===== src/hdl/pipt_pkg.sv =====
`timescale 1ns / 1ps
`default_nettype none
// ----------------------------------------------------------------------------
// pipt_pkg
// Shared types and constants of the point-in-polygon test unit.
// ----------------------------------------------------------------------------
package pipt_pkg;

	localparam int XW   = 29;          // longitude width
	localparam int YW   = 28;          // latitude width
	localparam int CFGW = 5;           // vertex_count width
	localparam int IDXW = 4;           // vertex_index width
	localparam int DXW  = XW + 1;      // x difference width
	localparam int DYW  = YW + 1;      // y difference width
	localparam int PW   = DXW + DYW;   // cross product width

	localparam logic OP_LOAD = 1'b0;
	localparam logic OP_TEST = 1'b1;

	typedef struct packed {
		logic [XW-1:0] x;
		logic [YW-1:0] y;
	} vertex_t;

	typedef struct packed {
		logic valid;
		logic first;
		logic last;
	} tok_t;

	typedef struct packed {
		logic fin;
		logic strobe;
		logic hit;
	} res_t;

endpackage
`default_nettype wire


===== src/hdl/pipt_vertex_mem.sv =====
`timescale 1ns / 1ps
`default_nettype none
// ----------------------------------------------------------------------------
// pipt_vertex_mem
// Polygon vertex store: one write port, one read port, registered read data.
// ----------------------------------------------------------------------------
module pipt_vertex_mem
	import pipt_pkg::*;
#(
	parameter int DEPTH = 16,
	parameter int AW    = 4
) (
	input  wire logic          clk,
	input  wire logic          wr_en,
	input  wire logic [AW-1:0] wr_addr,
	input  wire vertex_t       wr_data,
	input  wire logic          rd_en,
	input  wire logic [AW-1:0] rd_addr,
	output vertex_t            rd_data
);

	vertex_t mem_q [DEPTH];

	always_ff @(posedge clk) begin
		if (wr_en) begin
			mem_q[wr_addr] <= wr_data;
		end
	end

	always_ff @(posedge clk) begin
		if (rd_en) begin
			rd_data <= mem_q[rd_addr];
		end
	end

endmodule
`default_nettype wire


===== config.mk =====
export PLATFORM = sky130hd
export DESIGN_NAME = pipt_vertex_mem
export DESIGN_NICKNAME = d
export VERILOG_FILES = /design/src/hdl/pipt_pkg.sv /design/src/hdl/pipt_vertex_mem.sv
export SDC_FILE = /design/constraint.sdc
export NUM_CORES = 1
export LEC_CHECK = 0
export BUFFER_PORTS_ARGS = -buffer_cell sky130_fd_sc_hd__buf_2
export CAP_MARGIN = 10
export CORE_AREA = 8 8 269 271
export CTS_BUF_LIST = sky130_fd_sc_hd__clkbuf_8
export CTS_CLUSTER_SIZE = 14
export DETAILED_ROUTE_END_ITERATION = 8
export DIE_AREA = 0 0 277 279
export HOLD_SLACK_MARGIN = 0.05
export PLACE_DENSITY_LB_ADDON = 0.1
export SLEW_MARGIN = 15
export SYNTH_ARGS = -nofsm -noshare
export SYNTH_HDL_FRONTEND = slang
export SYNTH_SLANG_ARGS = --single-unit

===== constraint.sdc =====
create_clock -name clk -period 9.1 [get_ports clk]
set_input_delay 2.275 -clock clk [delete_from_list [all_inputs] [get_ports clk]]
set_output_delay 2.275 -clock clk [all_outputs]
set_load 0.05 [all_outputs]

==> reports/summary.txt <==
Ports -> 125
Vias in the first global route -> 17,390
Setup ws final -> 4.746 ns
Area leader, netlist -> edfxtp_1
Worst Path Required -> 9.59 ns
Global placer's final weighted congestion -> 0.7082
CP Depth -> 5
Setup TNS -> 0 ns
Pwr dens -> 219.4 mW/mm^2
Setup bufs post-CTS -> 0
Routed Antenna Nets -> 0
Hold WC Path Type -> reg -> reg
Antenna violations before repair -> 10
Cell count after synthesis -> 1,470
Worst Tran Pin Value -> 1.182 ns
Iter 0 DRT Violations -> 1,637
Critical-path cell list -> buf_8 -> buf_4 -> mux4_2 -> a22oi_1 -> nand2_1
First-pass GRT wire length -> 117,300 um
Post-synthesis cell type count -> 17
RSZ-0062 raised after global routing -> no
Final Util -> 0.5930
Cell Area, Placed -> 0.03757 sq mm
Chip height -> 279 um
Hold slack -> 0.7342 ns
Reg2Reg Capture Point -> rd_data[50]
Max-slew headroom -> 0.2098
Layout cell share with drive strength beyond 1 -> 0.3226
Dpl ws -> 3.858 ns
Fill cell total of the finished layout -> 4,913
Post-synthesis register bit count -> 969
Crit-path max cell delay -> 0.90 ns
Fmax -> 229.7 MHz
CTS sink cnt -> 969
Die Wd -> 277 um
Clock transition at path regs -> 0.06 ns
Final setup violation count -> 0
Max Slew Vio Count -> 0
Slowest stage cell on the critical path -> buf_4
CP bufs+invs -> 2
Crit path capture -> rd_data[4]
Critical Path AT -> 4.84 ns
Worst path top cell family by delay -> buffers and inverters
Pin count of the biggest net entering global routing -> 114
DR vias -> 16,560
Clk buf depth -> 3
Initial Utilization -> 0.5269
Outcome -> finished clean
Worst skew pair latency -> 0.76 ns
Port bufs -> 124
Multi-input logic area -> 0.006472 sq mm
DR WL/cell -> 29.84 um
Hold Violations, Final -> 0
H-tree Lvls -> 4
Congestion Overflow GR -> 0
Syn avg cell area -> 24.37 sq um
Area of the die -> 0.07728 sq mm
Commonest non-fill, non-tap cell in the layout -> edfxtp_1
Final WL -> 80,980 um
Startpoint Class -> primary input
Max Cap Viol -> 0
Worst Setup Path Type -> in -> reg
Final setup skew -> 0.02366 ns
Core area -> 0.06799 sq mm
DRC violations left -> 0
Post-cts resize count -> 0
Post-Layout Cell Count -> 2,714
Net total in the final layout -> 1,777
Design Area, Final -> 0.04031 sq mm
VDD IR max -> 0.0001265 V
Tmin final -> 4.354 ns
Placed Instances -> 2,435
Cts hold-fix bufs -> 0
Area growth, synth to finish -> 12.53%
Mapped Nets -> 1,538
Sequential share of the synthesized area -> 0.8122
CP Capture Type -> register
Clock root cell -> clkbuf_8
Worst setup path start -> rd_addr[0]
Synth warn -> 0
Clock buffer count from CTS -> 154
Reg2Reg Setup Slack -> 7.65 ns
Most frequent cells in the layout -> 969 x edfxtp_1, 228 x mux4_2, 160 x clkbuf_8
Post-DP HPWL -> 37,850 um
Mapped Area -> 0.03582 sq mm
Drt pass-1 iters -> 7
Reg area -> 0.02910 sq mm
CP max FO -> 73
Tcrit/Tclk final -> 0.4785
Synth top area cells -> edfxtp_1 81%, mux4_2 14%, a22oi_1 2.4%, nand2_1 0.61%, buf_4 0.44%
Power, Total -> 8.845 mW
Gr usage total -> 0.2096
DR vias/cell -> 6.101
Yosys top cell area share -> 0.8122
Hold depth -> 3
CTS tree -> yes
Worst flop-to-flop path startpoint -> mem_q[3][50]
R2R depth -> 3
# rows -> 96
Leakage power -> 13.04 nW
synthesized netlist by cell type:
cell,n
nand3_1,1
and2_1,1
nor2b_1,2
nand2b_1,2
nor3_1,4
buf_2,5
mux4_2,228
buf_6,3
edfxtp_1,969
nor2_1,13
buf_4,21
nand2_1,58
clkbuf_1,36
or3b_2,1
a22oi_1,114
nand3b_1,2
buf_1,10
sequential cells by signal, indices dropped and copies added (netlist names):
name     cells
mem_q      912
rd_data     57
layout make-up:
type,count,area share
antenna,6,0.0003725
clock buffer,160,0.05463
clock inverter,113,0.01297
sequential,969,0.7218
tap,882,0.02738
multi-input combinational,426,0.1606
timing repair buffer,158,0.02229
worst min-delay path, stage by stage, from the launching register on:
cell and delay [ns]:
edfxtp_1 0.31, mux4_2 0.22, a22oi_1 0.06, nand2_1 0.05
cells by family after synthesis:
logic type             count (synthesis)  share of synthesized area
AO/OA/AOI/OAI                        114                    0.02389
buffers and inverters                 75                    0.01086
flip-flops                           969                     0.8122
multiplexers                         228                     0.1433
AND/OR/NAND/NOR                       84                   0.009674
worst min-delay path by stage:
stage	from	endpoint	slack, ns
global route	mem_q[6][29]	rd_data[29]	0.76
finish	mem_q[15][45]	rd_data[45]	0.73
global placement	mem_q[15][49]	rd_data[49]	0.73
detailed placement	mem_q[15][45]	rd_data[45]	0.73
floorplan	mem_q[14][0]	rd_data[0]	0.71
CTS	mem_q[15][45]	rd_data[45]	0.74
power breakdown:
part | total (mW) | internal (mW) | switching (mW)
combinational | 0.491 | 0.167 | 0.325
clock | 3.29 | 1.68 | 1.62
sequential | 5.06 | 5.03 | 0.0288
total | 8.85 | 6.88 | 1.97
metal layers:
layer | part of all wire | vias to the layer above | track usage
li1 | - | 6858 | -
met1 | 0.43 | 8967 | 0.2957
met2 | 0.49 | 620 | 0.3341
met3 | 0.067 | 107 | 0.04950
met4 | 0.013 | 6 | 0.05120
met5 | 0.00043 | - | 0
No activity file was read; power rests on OpenSTA's default activity.
